**src/rtl/core/jsu_pkg.sv**
```systemverilog
// jsu_pkg: shared types and constants of the json string unescape unit
// holds transaction structs, decoder mode and command encodings
// no dependencies
package jsu_pkg;

    // input transaction: one body byte or the end of the text
    typedef struct packed {
        logic [7:0] data_byte;
        logic       end_of_input;
    } in_item_t;

    // output transaction: one decoded byte, a close marker or an error
    typedef struct packed {
        logic [7:0] out_byte;
        logic [1:0] kind;
        logic [2:0] error_code;
        logic       last;
    } out_item_t;

    // result kinds
    localparam logic [1:0] KIND_BYTE  = 2'd0;
    localparam logic [1:0] KIND_CLOSE = 2'd1;
    localparam logic [1:0] KIND_ERROR = 2'd2;

    // error codes
    localparam logic [2:0] ERR_UNTERM_STRING = 3'd0;
    localparam logic [2:0] ERR_CONTROL_CHAR  = 3'd1;
    localparam logic [2:0] ERR_UNTERM_ESCAPE = 3'd2;
    localparam logic [2:0] ERR_UNKNOWN_ESC   = 3'd3;
    localparam logic [2:0] ERR_TRUNC_HEX     = 3'd4;
    localparam logic [2:0] ERR_BAD_HEX       = 3'd5;

    // decoder modes
    typedef enum logic [2:0] {
        MODE_PLAIN  = 3'd0,
        MODE_ESC    = 3'd1,
        MODE_HEX    = 3'd2,
        MODE_LEAD   = 3'd3,
        MODE_LEADBS = 3'd4,
        MODE_HEX2   = 3'd5
    } mode_t;

    // main action of one command
    typedef enum logic [2:0] {
        ACT_NONE  = 3'd0,
        ACT_BYTE  = 3'd1,
        ACT_CP    = 3'd2,
        ACT_CLOSE = 3'd3,
        ACT_ERR   = 3'd4
    } act_t;

    localparam int CP_W = 21;

    // command from front to back: optional U+FFFD, then the main action
    typedef struct packed {
        logic              pre_fffd;
        act_t              act;
        logic [CP_W-1:0]   val;
        logic [2:0]        code;
    } cmd_t;

    // command queue geometry
    localparam int CMD_DEPTH = 4;
    localparam int CMD_PTR_W = $clog2(CMD_DEPTH);
    localparam int CMD_CNT_W = $clog2(CMD_DEPTH + 1);

    typedef struct packed {
        logic                 full;
        logic                 empty;
        logic [CMD_CNT_W-1:0] count;
    } fifo_stat_t;

    // characters
    localparam logic [7:0] CH_QUOTE  = 8'h22;
    localparam logic [7:0] CH_BSLASH = 8'h5C;
    localparam logic [7:0] CH_SLASH  = 8'h2F;
    localparam logic [7:0] CH_SPACE  = 8'h20;
    localparam logic [7:0] CH_B      = 8'h62;
    localparam logic [7:0] CH_F      = 8'h66;
    localparam logic [7:0] CH_N      = 8'h6E;
    localparam logic [7:0] CH_R      = 8'h72;
    localparam logic [7:0] CH_T      = 8'h74;
    localparam logic [7:0] CH_U      = 8'h75;

    // code point constants
    localparam logic [15:0] SUR_LEAD_LO  = 16'hD800;
    localparam logic [15:0] SUR_LEAD_HI  = 16'hDBFF;
    localparam logic [15:0] SUR_TRAIL_LO = 16'hDC00;
    localparam logic [15:0] SUR_TRAIL_HI = 16'hDFFF;
    localparam logic [CP_W-1:0] CP_REPL  = 21'h00FFFD;
    localparam logic [CP_W-1:0] CP_SUPP  = 21'h010000;

    // utf-8 bytes of U+FFFD
    localparam logic [7:0] REPL_B0 = 8'hEF;
    localparam logic [7:0] REPL_B1 = 8'hBF;
    localparam logic [7:0] REPL_B2 = 8'hBD;

    localparam logic [7:0] UTF_LEAD2 = 8'hC0;
    localparam logic [7:0] UTF_LEAD3 = 8'hE0;
    localparam logic [7:0] UTF_LEAD4 = 8'hF0;
    localparam logic [7:0] UTF_CONT  = 8'h80;

endpackage

```
**src/rtl/core/json_string_unescape_unit.sv**
```systemverilog
// json_string_unescape_unit: top level of the json string body decoder
// instantiates jsu_front, jsu_cmd_fifo and jsu_back; depends on jsu_pkg
//
// Feed the bytes of one JSON string body, starting after the opening quote,
// one per push; raise end_of_input in place of a byte when the text ends.
// The front end takes one byte per cycle whenever its 4-entry command queue
// has room (full low) and resolves escapes, hex digits and surrogate pairs
// in that cycle. The back end delivers one result per cycle while pop is
// held: a decoded byte, a close marker or an error, with last set on the
// final result of each input byte. A byte may give several results (plain
// text: one, an escaped code point: up to six), and the back end holds its
// command until all of them are popped; the sustained rate is set by the
// single output port of the back end. Bytes that produce no result
// (backslash, hex digits) are taken at the input and give nothing at the
// output. After a close marker or an error the decoder is back in plain text
// mode. Each command passes the command queue, then the back end's register.
module json_string_unescape_unit (
    input  logic                clk,
    input  logic                rst_n,
    input  logic                push,
    output logic                full,
    input  jsu_pkg::in_item_t   item,
    output logic                empty,
    input  logic                pop,
    output jsu_pkg::out_item_t  result
);
    import jsu_pkg::*;

    logic       accept;
    logic       cmd_valid;
    cmd_t       front_cmd;
    cmd_t       head_cmd;
    logic       take;
    fifo_stat_t fifo_stat;

    assign full   = fifo_stat.full;
    assign accept = push && !fifo_stat.full;

    // byte classification and escape state
    jsu_front u_front (
        .clk       (clk),
        .rst_n     (rst_n),
        .accept    (accept),
        .item      (item),
        .cmd_valid (cmd_valid),
        .cmd       (front_cmd)
    );

    // command queue
    jsu_cmd_fifo u_fifo (
        .clk    (clk),
        .rst_n  (rst_n),
        .wr_en  (cmd_valid),
        .wr_cmd (front_cmd),
        .rd_en  (take),
        .rd_cmd (head_cmd),
        .stat   (fifo_stat)
    );

    // result expansion
    jsu_back u_back (
        .clk        (clk),
        .rst_n      (rst_n),
        .head_cmd   (head_cmd),
        .head_valid (!fifo_stat.empty),
        .take       (take),
        .empty      (empty),
        .pop        (pop),
        .result     (result)
    );

    // queue occupancy stays within its depth
    assert property (@(posedge clk) disable iff (!rst_n)
        fifo_stat.count <= CMD_CNT_W'(CMD_DEPTH))
        else $error("command queue overflow");

    // a waiting command reaches the output on the next cycle
    assert property (@(posedge clk) disable iff (!rst_n)
        (!fifo_stat.empty && empty) |=> !empty)
        else $error("back end did not load a waiting command");

    // non-byte results carry a zero byte
    assert property (@(posedge clk) disable iff (!rst_n)
        (!empty && (result.kind != KIND_BYTE)) |-> (result.out_byte == 8'd0))
        else $error("nonzero byte on a marker or error");

    // only errors carry an error code
    assert property (@(posedge clk) disable iff (!rst_n)
        (!empty && (result.kind != KIND_ERROR)) |-> (result.error_code == ERR_UNTERM_STRING))
        else $error("error code on a non-error result");

endmodule

```
**src/rtl/core/jsu_front.sv**
```systemverilog
// jsu_front: accepts body bytes, runs the escape state machine and
// turns each byte into at most one command for the back end
// depends on jsu_pkg
module jsu_front (
    input  logic              clk,
    input  logic              rst_n,
    input  logic              accept,
    input  jsu_pkg::in_item_t item,
    output logic              cmd_valid,
    output jsu_pkg::cmd_t     cmd
);
    import jsu_pkg::*;

    mode_t       mode_reg, mode_next;
    logic [15:0] hv_reg, hv_next;
    logic [1:0]  hc_reg, hc_next;
    logic        hb_reg, hb_next;
    logic [9:0]  lead_reg, lead_next;

    logic [7:0]  b;

    // plain byte classification
    act_t            p_act;
    logic [CP_W-1:0] p_val;
    logic [2:0]      p_code;
    logic            p_clear;
    logic            p_esc;

    // escape byte classification
    act_t            e_act;
    logic [CP_W-1:0] e_val;
    logic [2:0]      e_code;
    logic            e_hex;
    logic            e_clear;

    // hex digit
    logic [3:0]      digit;
    logic            digit_bad;
    logic [15:0]     hv_shift;
    logic            bad_any;
    logic            is_lead;
    logic            is_trail;
    logic [CP_W-1:0] combined;

    assign b = item.data_byte;

    // plain text byte
    always_comb
    begin
        p_act   = ACT_NONE;
        p_val   = '0;
        p_code  = ERR_UNTERM_STRING;
        p_clear = 1'b0;
        p_esc   = 1'b0;
        if (b == CH_QUOTE)
        begin
            p_act   = ACT_CLOSE;
            p_clear = 1'b1;
        end
        else if (b < CH_SPACE)
        begin
            p_act   = ACT_ERR;
            p_code  = ERR_CONTROL_CHAR;
            p_clear = 1'b1;
        end
        else if (b == CH_BSLASH)
        begin
            p_esc = 1'b1;
        end
        else
        begin
            p_act = ACT_BYTE;
            p_val = {{(CP_W-8){1'b0}}, b};
        end
    end

    // byte after a backslash
    always_comb
    begin
        e_act   = ACT_BYTE;
        e_val   = '0;
        e_code  = ERR_UNTERM_STRING;
        e_hex   = 1'b0;
        e_clear = 1'b0;
        case (b)
            CH_QUOTE:  e_val = {{(CP_W-8){1'b0}}, CH_QUOTE};
            CH_BSLASH: e_val = {{(CP_W-8){1'b0}}, CH_BSLASH};
            CH_SLASH:  e_val = {{(CP_W-8){1'b0}}, CH_SLASH};
            CH_B:      e_val = {{(CP_W-8){1'b0}}, 8'h08};
            CH_F:      e_val = {{(CP_W-8){1'b0}}, 8'h0C};
            CH_N:      e_val = {{(CP_W-8){1'b0}}, 8'h0A};
            CH_R:      e_val = {{(CP_W-8){1'b0}}, 8'h0D};
            CH_T:      e_val = {{(CP_W-8){1'b0}}, 8'h09};
            CH_U:
            begin
                e_act = ACT_NONE;
                e_hex = 1'b1;
            end
            default:
            begin
                e_act   = ACT_ERR;
                e_code  = ERR_UNKNOWN_ESC;
                e_clear = 1'b1;
            end
        endcase
    end

    // hex digit decode and surrogate tests on the completed value
    always_comb
    begin
        digit     = 4'd0;
        digit_bad = 1'b0;
        if (b inside {[8'h30:8'h39]})
            digit = b[3:0];
        else if (b inside {[8'h61:8'h66], [8'h41:8'h46]})
            digit = b[3:0] + 4'd9;
        else
            digit_bad = 1'b1;
    end

    assign hv_shift = {hv_reg[11:0], digit};
    assign bad_any  = hb_reg | digit_bad;
    assign is_lead  = (hv_shift >= SUR_LEAD_LO) && (hv_shift <= SUR_LEAD_HI);
    assign is_trail = (hv_shift >= SUR_TRAIL_LO) && (hv_shift <= SUR_TRAIL_HI);
    assign combined = CP_SUPP + {1'b0, lead_reg, hv_shift[9:0]};

    // next state and command
    always_comb
    begin
        mode_next     = mode_reg;
        hv_next       = hv_reg;
        hc_next       = hc_reg;
        hb_next       = hb_reg;
        lead_next     = lead_reg;
        cmd.pre_fffd  = 1'b0;
        cmd.act       = ACT_NONE;
        cmd.val       = '0;
        cmd.code      = ERR_UNTERM_STRING;

        if (item.end_of_input)
        begin
            cmd.act   = ACT_ERR;
            mode_next = MODE_PLAIN;
            hv_next   = '0;
            hc_next   = '0;
            hb_next   = 1'b0;
            lead_next = '0;
            case (mode_reg)
                MODE_ESC:    cmd.code = ERR_UNTERM_ESCAPE;
                MODE_HEX,
                MODE_HEX2:   cmd.code = ERR_TRUNC_HEX;
                MODE_LEAD:
                begin
                    cmd.pre_fffd = 1'b1;
                    cmd.code     = ERR_UNTERM_STRING;
                end
                MODE_LEADBS:
                begin
                    cmd.pre_fffd = 1'b1;
                    cmd.code     = ERR_UNTERM_ESCAPE;
                end
                default:     cmd.code = ERR_UNTERM_STRING;
            endcase
        end
        else
        begin
            case (mode_reg)
                MODE_ESC:
                begin
                    cmd.act  = e_act;
                    cmd.val  = e_val;
                    cmd.code = e_code;
                    if (e_hex)
                    begin
                        mode_next = MODE_HEX;
                        hv_next   = '0;
                        hc_next   = '0;
                        hb_next   = 1'b0;
                    end
                    else if (e_clear)
                    begin
                        mode_next = MODE_PLAIN;
                        hv_next   = '0;
                        hc_next   = '0;
                        hb_next   = 1'b0;
                        lead_next = '0;
                    end
                    else
                    begin
                        mode_next = MODE_PLAIN;
                    end
                end
                MODE_HEX,
                MODE_HEX2:
                begin
                    hv_next = hv_shift;
                    hb_next = bad_any;
                    if (hc_reg != 2'd3)
                    begin
                        hc_next = hc_reg + 2'd1;
                    end
                    else if (bad_any)
                    begin
                        cmd.act   = ACT_ERR;
                        cmd.code  = ERR_BAD_HEX;
                        mode_next = MODE_PLAIN;
                        hv_next   = '0;
                        hc_next   = '0;
                        hb_next   = 1'b0;
                        lead_next = '0;
                    end
                    else
                    begin
                        hv_next = '0;
                        hc_next = '0;
                        if ((mode_reg == MODE_HEX2) && is_trail)
                        begin
                            // lead and trail pair into one code point
                            cmd.act   = ACT_CP;
                            cmd.val   = combined;
                            lead_next = '0;
                            mode_next = MODE_PLAIN;
                        end
                        else
                        begin
                            if (mode_reg == MODE_HEX2)
                            begin
                                cmd.pre_fffd = 1'b1;
                                lead_next    = '0;
                            end
                            if (is_lead)
                            begin
                                lead_next = hv_shift[9:0];
                                mode_next = MODE_LEAD;
                            end
                            else if (is_trail)
                            begin
                                cmd.act   = ACT_CP;
                                cmd.val   = CP_REPL;
                                mode_next = MODE_PLAIN;
                            end
                            else
                            begin
                                cmd.act   = ACT_CP;
                                cmd.val   = {{(CP_W-16){1'b0}}, hv_shift};
                                mode_next = MODE_PLAIN;
                            end
                        end
                    end
                end
                MODE_LEADBS:
                begin
                    if (b == CH_U)
                    begin
                        mode_next = MODE_HEX2;
                        hv_next   = '0;
                        hc_next   = '0;
                        hb_next   = 1'b0;
                    end
                    else
                    begin
                        // unpaired lead, then the escape on its own
                        cmd.pre_fffd = 1'b1;
                        cmd.act      = e_act;
                        cmd.val      = e_val;
                        cmd.code     = e_code;
                        lead_next    = '0;
                        mode_next    = MODE_PLAIN;
                        if (e_hex)
                        begin
                            mode_next = MODE_HEX;
                            hv_next   = '0;
                            hc_next   = '0;
                            hb_next   = 1'b0;
                        end
                        else if (e_clear)
                        begin
                            hv_next = '0;
                            hc_next = '0;
                            hb_next = 1'b0;
                        end
                    end
                end
                MODE_LEAD:
                begin
                    if (b == CH_BSLASH)
                    begin
                        mode_next = MODE_LEADBS;
                    end
                    else
                    begin
                        // unpaired lead, then the byte as plain text
                        cmd.pre_fffd = 1'b1;
                        cmd.act      = p_act;
                        cmd.val      = p_val;
                        cmd.code     = p_code;
                        lead_next    = '0;
                        mode_next    = MODE_PLAIN;
                        if (p_clear)
                        begin
                            hv_next = '0;
                            hc_next = '0;
                            hb_next = 1'b0;
                        end
                    end
                end
                default:
                begin
                    cmd.act   = p_act;
                    cmd.val   = p_val;
                    cmd.code  = p_code;
                    mode_next = p_esc ? MODE_ESC : MODE_PLAIN;
                    if (p_clear)
                    begin
                        hv_next   = '0;
                        hc_next   = '0;
                        hb_next   = 1'b0;
                        lead_next = '0;
                    end
                end
            endcase
        end
    end

    // only transactions that produce results go into the queue
    assign cmd_valid = accept && (cmd.pre_fffd || (cmd.act != ACT_NONE));

    // decoder state
    always_ff @(posedge clk or negedge rst_n)
    begin
        if (!rst_n)
        begin
            mode_reg <= MODE_PLAIN;
            hv_reg   <= '0;
            hc_reg   <= '0;
            hb_reg   <= 1'b0;
            lead_reg <= '0;
        end
        else if (accept)
        begin
            mode_reg <= mode_next;
            hv_reg   <= hv_next;
            hc_reg   <= hc_next;
            hb_reg   <= hb_next;
            lead_reg <= lead_next;
        end
    end

endmodule

```
**src/rtl/core/jsu_cmd_fifo.sv**
```systemverilog
// jsu_cmd_fifo: short command queue between front and back end
// register based, one write and one read per cycle
// depends on jsu_pkg
module jsu_cmd_fifo (
    input  logic                 clk,
    input  logic                 rst_n,
    input  logic                 wr_en,
    input  jsu_pkg::cmd_t        wr_cmd,
    input  logic                 rd_en,
    output jsu_pkg::cmd_t        rd_cmd,
    output jsu_pkg::fifo_stat_t  stat
);
    import jsu_pkg::*;

    cmd_t                 entry_reg [CMD_DEPTH];
    logic [CMD_PTR_W-1:0] wr_ptr_reg, wr_ptr_next;
    logic [CMD_PTR_W-1:0] rd_ptr_reg, rd_ptr_next;
    logic [CMD_CNT_W-1:0] count_reg, count_next;
    logic                 do_wr;
    logic                 do_rd;

    assign stat.full  = (count_reg == CMD_CNT_W'(CMD_DEPTH));
    assign stat.empty = (count_reg == '0);
    assign stat.count = count_reg;
    assign rd_cmd     = entry_reg[rd_ptr_reg];

    assign do_wr = wr_en && !stat.full;
    assign do_rd = rd_en && !stat.empty;

    // pointer and count update
    always_comb
    begin
        wr_ptr_next = do_wr ? wr_ptr_reg + 1'b1 : wr_ptr_reg;
        rd_ptr_next = do_rd ? rd_ptr_reg + 1'b1 : rd_ptr_reg;
        count_next  = count_reg;
        if (do_wr && !do_rd)
            count_next = count_reg + 1'b1;
        else if (do_rd && !do_wr)
            count_next = count_reg - 1'b1;
    end

    always_ff @(posedge clk or negedge rst_n)
    begin
        if (!rst_n)
        begin
            wr_ptr_reg <= '0;
            rd_ptr_reg <= '0;
            count_reg  <= '0;
        end
        else
        begin
            wr_ptr_reg <= wr_ptr_next;
            rd_ptr_reg <= rd_ptr_next;
            count_reg  <= count_next;
        end
    end

    // storage
    always_ff @(posedge clk)
    begin
        if (do_wr)
            entry_reg[wr_ptr_reg] <= wr_cmd;
    end

endmodule

```
**src/rtl/core/jsu_back.sv**
```systemverilog
// jsu_back: expands one command into its result transactions,
// one per cycle while pop is high, including utf-8 encoding of code points
// depends on jsu_pkg
module jsu_back (
    input  logic                clk,
    input  logic                rst_n,
    input  jsu_pkg::cmd_t       head_cmd,
    input  logic                head_valid,
    output logic                take,
    output logic                empty,
    input  logic                pop,
    output jsu_pkg::out_item_t  result
);
    import jsu_pkg::*;

    cmd_t       cmd_reg;
    logic       valid_reg;
    logic [2:0] idx_reg;
    logic [2:0] pre_len;
    logic [2:0] main_len;
    logic [2:0] total_len;
    logic [2:0] sub_idx;
    logic       is_last;
    logic       pop_ok;
    logic [7:0] cp_byte;

    // result counts for the held command
    always_comb
    begin
        pre_len = cmd_reg.pre_fffd ? 3'd3 : 3'd0;
        case (cmd_reg.act)
            ACT_NONE:  main_len = 3'd0;
            ACT_CP:
            begin
                if (cmd_reg.val < 21'h80)
                    main_len = 3'd1;
                else if (cmd_reg.val < 21'h800)
                    main_len = 3'd2;
                else if (cmd_reg.val < 21'h10000)
                    main_len = 3'd3;
                else
                    main_len = 3'd4;
            end
            default:   main_len = 3'd1;
        endcase
    end

    assign total_len = pre_len + main_len;
    assign sub_idx   = idx_reg - pre_len;
    assign is_last   = (idx_reg == total_len - 3'd1);

    // utf-8 byte selection
    always_comb
    begin
        cp_byte = '0;
        case (main_len)
            3'd1: cp_byte = cmd_reg.val[7:0];
            3'd2:
            begin
                if (sub_idx == 3'd0)
                    cp_byte = UTF_LEAD2 | {3'b000, cmd_reg.val[10:6]};
                else
                    cp_byte = UTF_CONT | {2'b00, cmd_reg.val[5:0]};
            end
            3'd3:
            begin
                if (sub_idx == 3'd0)
                    cp_byte = UTF_LEAD3 | {4'b0000, cmd_reg.val[15:12]};
                else if (sub_idx == 3'd1)
                    cp_byte = UTF_CONT | {2'b00, cmd_reg.val[11:6]};
                else
                    cp_byte = UTF_CONT | {2'b00, cmd_reg.val[5:0]};
            end
            3'd4:
            begin
                if (sub_idx == 3'd0)
                    cp_byte = UTF_LEAD4 | {5'b00000, cmd_reg.val[20:18]};
                else if (sub_idx == 3'd1)
                    cp_byte = UTF_CONT | {2'b00, cmd_reg.val[17:12]};
                else if (sub_idx == 3'd2)
                    cp_byte = UTF_CONT | {2'b00, cmd_reg.val[11:6]};
                else
                    cp_byte = UTF_CONT | {2'b00, cmd_reg.val[5:0]};
            end
            default: cp_byte = '0;
        endcase
    end

    // result fields
    always_comb
    begin
        result.out_byte   = '0;
        result.kind       = KIND_BYTE;
        result.error_code = ERR_UNTERM_STRING;
        result.last       = is_last;
        if (cmd_reg.pre_fffd && (idx_reg < 3'd3))
        begin
            case (idx_reg)
                3'd0:    result.out_byte = REPL_B0;
                3'd1:    result.out_byte = REPL_B1;
                default: result.out_byte = REPL_B2;
            endcase
        end
        else
        begin
            case (cmd_reg.act)
                ACT_BYTE:  result.out_byte = cmd_reg.val[7:0];
                ACT_CP:    result.out_byte = cp_byte;
                ACT_CLOSE: result.kind = KIND_CLOSE;
                ACT_ERR:
                begin
                    result.kind       = KIND_ERROR;
                    result.error_code = cmd_reg.code;
                end
                default:   result.out_byte = '0;
            endcase
        end
    end

    // load the next command as the current one drains
    assign empty  = !valid_reg;
    assign pop_ok = pop && valid_reg;
    assign take   = head_valid && (!valid_reg || (pop_ok && is_last));

    always_ff @(posedge clk or negedge rst_n)
    begin
        if (!rst_n)
        begin
            valid_reg <= 1'b0;
            idx_reg   <= '0;
        end
        else if (take)
        begin
            valid_reg <= 1'b1;
            idx_reg   <= '0;
        end
        else if (pop_ok)
        begin
            if (is_last)
                valid_reg <= 1'b0;
            else
                idx_reg <= idx_reg + 3'd1;
        end
    end

    always_ff @(posedge clk)
    begin
        if (take)
            cmd_reg <= head_cmd;
    end

endmodule

```
**config.mk**
```make
export PLATFORM = sky130hd
export DESIGN_NAME = json_string_unescape_unit
export DESIGN_NICKNAME = d
export VERILOG_FILES = /design/src/rtl/core/jsu_pkg.sv /design/src/rtl/core/json_string_unescape_unit.sv /design/src/rtl/core/jsu_front.sv /design/src/rtl/core/jsu_cmd_fifo.sv /design/src/rtl/core/jsu_back.sv
export SDC_FILE = /design/constraint.sdc
export NUM_CORES = 1
export LEC_CHECK = 0
export BUFFER_PORTS_ARGS = -buffer_cell sky130_fd_sc_hd__buf_4
export CORE_MARGIN = 2
export CORE_UTILIZATION = 60
export CTS_CLUSTER_DIAMETER = 150
export DETAILED_ROUTE_END_ITERATION = 8
export MAX_ROUTING_LAYER = met4
export PLACE_DENSITY = 0.77
export SLEW_MARGIN = 20
export SYNTH_ARGS = -nofsm -noshare
export SYNTH_HDL_FRONTEND = slang
export SYNTH_HIERARCHICAL = 1
export SYNTH_SLANG_ARGS = --single-unit
```
**constraint.sdc**
```tcl
create_clock -name clk -period 7.1 [get_ports clk]
set_input_delay 0.355 -clock clk [delete_from_list [all_inputs] [get_ports clk]]
set_output_delay 0.355 -clock clk [all_outputs]
set_load 0.01 [all_outputs]
```
======== Word level (Yosys, flattened, before mapping) ========
Memories as Yosys holds them, arrays and structs flattened. A register that Yosys moved wholly into a read port is not among the register bits.
Index checks and enable logic that the tools add are counted.
Widths: inputs -> output; s select.
word-level totals
  output and inout bits ................... 16
  memory bits (read-only) ................. 0
  latch bits .............................. 0
  memories ................................ 1
  word-level logic and storage cells ...... 230
  RAM bits ................................ 112
  register bits ........................... 43
  bits of input ports ..................... 13
cells by class
  shift-type cells ........................ 0
  bitwise logic cells ..................... 1
  reductions and logical operators ........ 43
  order comparisons ....................... 15
  multiply operators ...................... 0
  mux-type cells .......................... 114
  eq/ne operators ......................... 35
  add/sub/neg operators ................... 11
  div/mod/pow operators ................... 0
memory list
  name              depth  bits a word  read ports  clocked after Yosys merged registers in  write ports  RTL line            RTL
  u_fifo.entry_reg  4      28           1           1                                        1            jsu_cmd_fifo.sv:15  cmd_t entry_reg [CMD_DEPTH];
operators by type and width
  cell                    number
  $mux 16                 8
  $mux 10                 11
  $pmux 27 s4             1
  $mux 21                 4
  $mux 28                 3
  $pmux 16 s4             1
  $mux 3                  21
  $eq 8x7->1 const B      7
  $pmux 7 s8              1
  $mux 24                 2
  $mux 8                  5
  $pmux 10 s4             1
  $ge 16x16->1 const B    2
  $le 16x16->1 const B    2
  $pmux 8 s4              1
  $mux 1                  27
  $mux 2                  11
  $add 17x20->21 const A  1
  $eq 3x2->1 const B      7
  $lt 21x12->1 const B    1
  $lt 21x17->1 const B    1
  $lt 21x8->1 const B     1
  $pmux 3 s2              3
  $eq 8x6->1 const B      2
  other kinds (42)        95

======== Logic depth before layout (Yosys ltp) ========
  depth in word-level cells ............... 22
  gate-level depth with buffers ........... 20

======== By module ========
The synthesis kept the hierarchy.
modules (own cells, without submodules)
  module                     area each (um^2)  cells each  sequential area each (um^2)  instances
  jsu_cmd_fifo               4456.8            182         3538.4                       1
  jsu_front                  2397.3            291         700.7                        1
  jsu_back                   2043.2            193         940.9                        1
  json_string_unescape_unit  17.5              2           0.0                          1

======== Worst setup path before layout ========
No wires, ideal clock.
  kind .................................... register to register
  start point ............................. register, netlist name u_back/cmd_reg[16]
  end point ............................... register u_fifo.count_reg[1]
  setup time .............................. 125 ps
  arrival time ............................ 5201 ps
  cell stages (with the launch flop) ...... 19
  period minus slack after synthesis ...... 5325 ps
  required time ........................... 6975 ps
  setup slack ............................. 1775 ps
  cell sequence ........................... edfxtp_1 > or4_4 > nor2_4 > nand3_1 > nand3_1 > ha_1 > inv_1 > ha_1 > xor2_1 > xnor2_1 > xnor2_2 > nor3_4 > a21oi_1 > nor2b_1 > nand2_1 > ha_1 > inv_1 > fa_1 > mux2_2
between the ends
  word-level cells in the longest chain between the ends .. 15
  elaborated cells on any way between the ends .. 19
ends and longest elaborated chain
  item                            RTL line                         RTL
  $lt 21x17->1                    jsu_back.sv:39                   else if (cmd_reg.val < 21'h10000)
  $mux 3                          jsu_back.sv:39
  $mux 3                          jsu_back.sv:37                   else if (cmd_reg.val < 21'h800)
  $mux 3 (*)                      jsu_back.sv:35                   if (cmd_reg.val < 21'h80)
  $pmux 3 s2 (*)                  jsu_back.sv:31                   case (cmd_reg.act)
  $add 3x3->3 (*)                 jsu_back.sv:48                   assign total_len = pre_len + main_len;
  $sub 3x1->3 (*)                 jsu_back.sv:50                   assign is_last = (idx_reg == total_len - 3'd1);
  $eq 3x3->1 (*)                  jsu_back.sv:50
  named net u_back.is_last        jsu_back.sv:23                   logic is_last;
  (+1 left out)                   --
  $logic_or 1x1->1 (*)            jsu_back.sv:123                  assign take = head_valid && (!valid_reg || (pop_ok && is_last));
  $logic_and 1x1->1 (*)           jsu_back.sv:123
  named net take                  json_string_unescape_unit.sv:33  logic take;
  $logic_and 1x1->1 (*)           jsu_cmd_fifo.sv:28               assign do_rd = rd_en && !stat.empty;
  $logic_not 1->1 (*)             jsu_cmd_fifo.sv:36               if (do_wr && !do_rd)
  $logic_and 1x1->1 (*)           jsu_cmd_fifo.sv:36
  $mux 3 (*)                      jsu_cmd_fifo.sv:36
  named net u_fifo.count_next[1]  jsu_cmd_fifo.sv:18               logic [CMD_CNT_W-1:0] count_reg, count_next;
  end signal: assignment          jsu_cmd_fifo.sv:54               count_reg <= count_next;
  end: declaration                jsu_cmd_fifo.sv:18
Mark *: on every way through the listed nets, which the timed path passes. The rest lies on a longest branch.
A chain may end at the register's enable or synchronous reset.

======== Final worst setup path ========
  start point ............................. register, netlist name u_back/cmd_reg[22]
  end point ............................... register u_fifo.count_reg[1]
between the ends
  word-level cells in the longest chain between the ends .. 15
  elaborated cells on any way between the ends .. 19
ends and longest elaborated chain
  item                            RTL line
  $lt 21x17->1                    jsu_back.sv:39
  $mux 3                          jsu_back.sv:39
  $mux 3                          jsu_back.sv:37
  $mux 3 (*)                      jsu_back.sv:35
  $pmux 3 s2 (*)                  jsu_back.sv:31
  $add 3x3->3 (*)                 jsu_back.sv:48
  $sub 3x1->3 (*)                 jsu_back.sv:50
  $eq 3x3->1 (*)                  jsu_back.sv:50
  $logic_and 1x1->1 (*)           jsu_back.sv:123
  $logic_or 1x1->1 (*)            jsu_back.sv:123
  $logic_and 1x1->1 (*)           jsu_back.sv:123
  named net take                  json_string_unescape_unit.sv:33
  $logic_and 1x1->1 (*)           jsu_cmd_fifo.sv:28
  $logic_not 1->1 (*)             jsu_cmd_fifo.sv:36
  $logic_and 1x1->1 (*)           jsu_cmd_fifo.sv:36
  $mux 3 (*)                      jsu_cmd_fifo.sv:36
  named net u_fifo.count_next[1]  jsu_cmd_fifo.sv:18
Marks and branches as above.

==> results.json <==
{
  "wl_per_cell_um": 22.3,
  "hold-path-cell-count": 3,
  "cts.sink_count": 179,
  "ys_async_sr_fraction_pct": 21.8,
  "globalplace.congestion": 0.947,
  "layout_commonest_cell": "sky130_fd_sc_hd__edfxtp_1",
  "worst_hold_startpoint": "pop",
  "most-common-layout-cells": "sky130_fd_sc_hd__edfxtp_1, sky130_fd_sc_hd__nor2_1, sky130_fd_sc_hd__nand2_1, sky130_fd_sc_hd__a21oi_1",
  "leakagePower_uw": 0.00353,
  "area.growth.synth_to_final_pct": 11.4,
  "cp-end-kind": "flip-flop",
  "cts_buffers": 17,
  "vias": 5802,
  "largest_net_degree_at_the_start_of_global_routing": 40,
  "num_rows": 44,
  "largest_reg_flops": 112,
  "crit_path_start_kind": "flip-flop",
  "grtUsageTotal_pct": 27.1,
  "reg2reg_from": "u_back/cmd_reg[22]",
  "first_iter_violations": 527,
  "synth_edf_count": 140,
  "vdd.ir_drop.worst_uv": 205,
  "yosys_warnings": 6,
  "ys_dominant_reg_cell": "sky130_fd_sc_hd__edfxtp_1",
  "floorplan.die.height_um": 126,
  "synth.cell_area_sq_um": 8910,
  "wire_length_of_the_first_global_routing_pass_um": 31600,
  "post_route_cells_drive_above_1_share_pct": 19.8,
  "ctsLongestPathBuffers": 2,
  "criticalPathCategory": "flip-flop to flip-flop",
  "hold_viol": 0,
  "final.period_utilization_pct": 66.3,
  "ctsRootBufferMaster": "sky130_fd_sc_hd__clkbuf_16",
  "postRouteAntennaNets": 0,
  "grt_setup_unrepaired": "no",
  "r2r.worst_path.cells": 19,
  "postCtsResizedCells": 0,
  "grt_overflow": 0,
  "tritoncts_clock_tree": "done",
  "final-setup-viol-count": 0,
  "syn_area_per_cell_sq_um": 13.3,
  "design.portCount": 29,
  "timing.clock.skew_ns": 0.0129,
  "synth_cells": 668,
  "setup_tns_ns": 0,
  "postSynthRegisterBits": 179,
  "critPathRequiredTime_ns": 7.41,
  "final.min_clock_period_ns": 4.71,
  "core_area_sq_um": 14500,
  "fp.dieW_um": 126,
  "max_cap_viol_count": 0,
  "fmax_mhz": 212,
  "drt_pre_antenna_iters": 5,
  "total_die_area_sq_um": 15800,
  "finish.net_count": 729,
  "number_of_global_route_vias_before_repair": 5688,
  "syn_nets": 702,
  "h-tree-depth": 4,
  "crit-reg2reg-capture": "u_fifo/count_reg[1]",
  "cp.arrival_ns": 5.01,
  "hold-path-endpoint": "u_back/idx_reg[2]",
  "detail_route.wirelength_um": 19900,
  "remaining_drc_errors": 0,
  "relSlewSlack_pct": 46.5,
  "yosysSeqAreaShare_pct": 58.1,
  "least_margin_pin_slew_ns": 0.795,
  "outcome": "finished clean",
  "portbufs": 28,
  "clkSlewWorstSetupHoldPaths_ns": 0.07,
  "antenna_cells_inserted": 0,
  "floorplan.initialDensity_pct": 61.3,
  "p_per_area_nw_per_um2": 409,
  "hold_path.class": "primary input to flip-flop",
  "fin_total_pwr_uw": 4060,
  "antenna_found_initial": 0,
  "dp_hpwl_um": 13800,
  "r2r_slack_ns": 2.39,
  "critical_path.max_fanout": 30,
  "viasPerCell": 6.50,
  "clock_latency_of_the_later_clocked_register_in_the_worst_skew_pair_ns": 0.42,
  "yosysUniqueCellTypes": 91,
  "slew_viol_final": 0
}
metal layers:
metal	vias up	wire length [um]	track usage [%]
li1	2659	-	-
met1	2884	8280	35.3
met2	226	10200	43.8
met3	33	1040	5.18
met4	0	448	8.34
met5	-	0	-
metrics by stage:
stage          setup slack, ns  area [sq um]  util (%)  hold WS (ns)  std cells
2_1_floorplan             1.77          8910         -        0.0594        668
3_3_place_gp              2.63          9280      63.8         0.365        859
3_5_place_dp              2.44          9280      63.8         0.371        859
4_1_cts                   2.40          9930      68.3         0.287        892
5_1_grt                   2.05          9930      68.3         0.297        892
6_report                  2.39          9930      68.3         0.307        892
cells in the mapped netlist (3+ instances only):
cell type,count,share of area [%]
sky130_fd_sc_hd__edfxtp_1,140,47
sky130_fd_sc_hd__a211oi_1,6,0.51
sky130_fd_sc_hd__a21o_1,5,0.42
sky130_fd_sc_hd__nor4_1,8,0.56
sky130_fd_sc_hd__nand4b_1,5,0.49
sky130_fd_sc_hd__nand2b_1,4,0.28
sky130_fd_sc_hd__buf_2,7,0.39
sky130_fd_sc_hd__nand2_1,41,1.7
sky130_fd_sc_hd__and2_1,8,0.56
sky130_fd_sc_hd__a211o_1,3,0.29
sky130_fd_sc_hd__nor2_2,5,0.35
sky130_fd_sc_hd__or2_2,4,0.28
sky130_fd_sc_hd__dfrtp_1,39,11
sky130_fd_sc_hd__nor2_1,42,1.8
sky130_fd_sc_hd__o21a_1,4,0.34
sky130_fd_sc_hd__nand3_1,16,0.90
sky130_fd_sc_hd__a22oi_1,6,0.51
sky130_fd_sc_hd__clkbuf_1,15,0.63
sky130_fd_sc_hd__inv_1,25,1.1
sky130_fd_sc_hd__a22o_1,25,2.5
sky130_fd_sc_hd__buf_4,6,0.51
sky130_fd_sc_hd__nor2b_1,4,0.28
sky130_fd_sc_hd__mux4_2,28,7.1
sky130_fd_sc_hd__a221oi_1,3,0.29
sky130_fd_sc_hd__nor3_1,12,0.67
sky130_fd_sc_hd__nor3b_1,4,0.34
sky130_fd_sc_hd__o22ai_1,9,0.63
sky130_fd_sc_hd__xor2_1,6,0.59
sky130_fd_sc_hd__mux2i_1,7,0.79
sky130_fd_sc_hd__ha_1,19,2.7
sky130_fd_sc_hd__nand3b_1,5,0.42
sky130_fd_sc_hd__a21oi_1,39,2.2
sky130_fd_sc_hd__xnor2_1,11,1.1
sky130_fd_sc_hd__o21ai_0,33,1.9
power by group:
group	internal, uW	switching (uW)
Clock	599	395
Combinational	598	822
Sequential	1450	203
Total	2640	1420
area by class of cell:
cell class                      instances  area [sq um]
Sequential cell                       179          5180
Timing Repair Buffer                   39           295
Multi-Input combinational cell        433          3490
Inverter                               25          93.8
Clock buffer                           17           425
Tap cell                              184           230
Fill cell                            1014          4600
Clock inverter                         15           216
critical path: stages, from the launching register on:
cell and delay, ns:
sky130_fd_sc_hd__edfxtp_1 0.39, sky130_fd_sc_hd__or2_1 0.29, sky130_fd_sc_hd__nor4_4 0.45, sky130_fd_sc_hd__nand3_1 0.26
sky130_fd_sc_hd__nand3_1 0.17, sky130_fd_sc_hd__ha_1 0.23, sky130_fd_sc_hd__inv_1 0.06, sky130_fd_sc_hd__ha_1 0.15
sky130_fd_sc_hd__xor2_1 0.20, sky130_fd_sc_hd__xnor2_1 0.20, sky130_fd_sc_hd__xnor2_2 0.12, sky130_fd_sc_hd__nor3_4 0.30
sky130_fd_sc_hd__a21oi_1 0.15, sky130_fd_sc_hd__nor2b_2 0.12, sky130_fd_sc_hd__buf_4 0.35, sky130_fd_sc_hd__nand2_1 0.15
sky130_fd_sc_hd__ha_1 0.24, sky130_fd_sc_hd__inv_1 0.08, sky130_fd_sc_hd__fa_1 0.41, sky130_fd_sc_hd__mux2_2 0.27
how the worst max path moves through the flow:
stage,start,endpoint,slack [ns]
floorplan,u_back/cmd_reg[16],u_fifo/count_reg[1],1.77
global placement,u_back/cmd_reg[10],u_fifo/count_reg[1],2.63
detailed placement,u_back/cmd_reg[22],u_fifo/count_reg[1],2.44
CTS,u_back/cmd_reg[22],u_fifo/count_reg[1],2.40
global route,u_back/cmd_reg[22],u_fifo/count_reg[1],2.05
finish,u_back/cmd_reg[22],u_fifo/count_reg[1],2.39
what timing repair did:
action	in CTS	in global routing
setup buffers	0	0
endpoints found under the setup margin	0	0
hold buffers	1	0
hold endpoints to repair	39	0
cells by family after synthesis:
logic type | share of synthesized area, %
flip-flops | 58.1
XOR/XNOR | 1.85
multiplexers | 8.28
adder cells (fa/ha/maj) | 3.12
buffers and inverters | 2.79
AND/OR/NAND/NOR | 12.6
AO/OA/AOI/OAI | 13.3
Note: power is estimated with default switching activity, not from simulation.
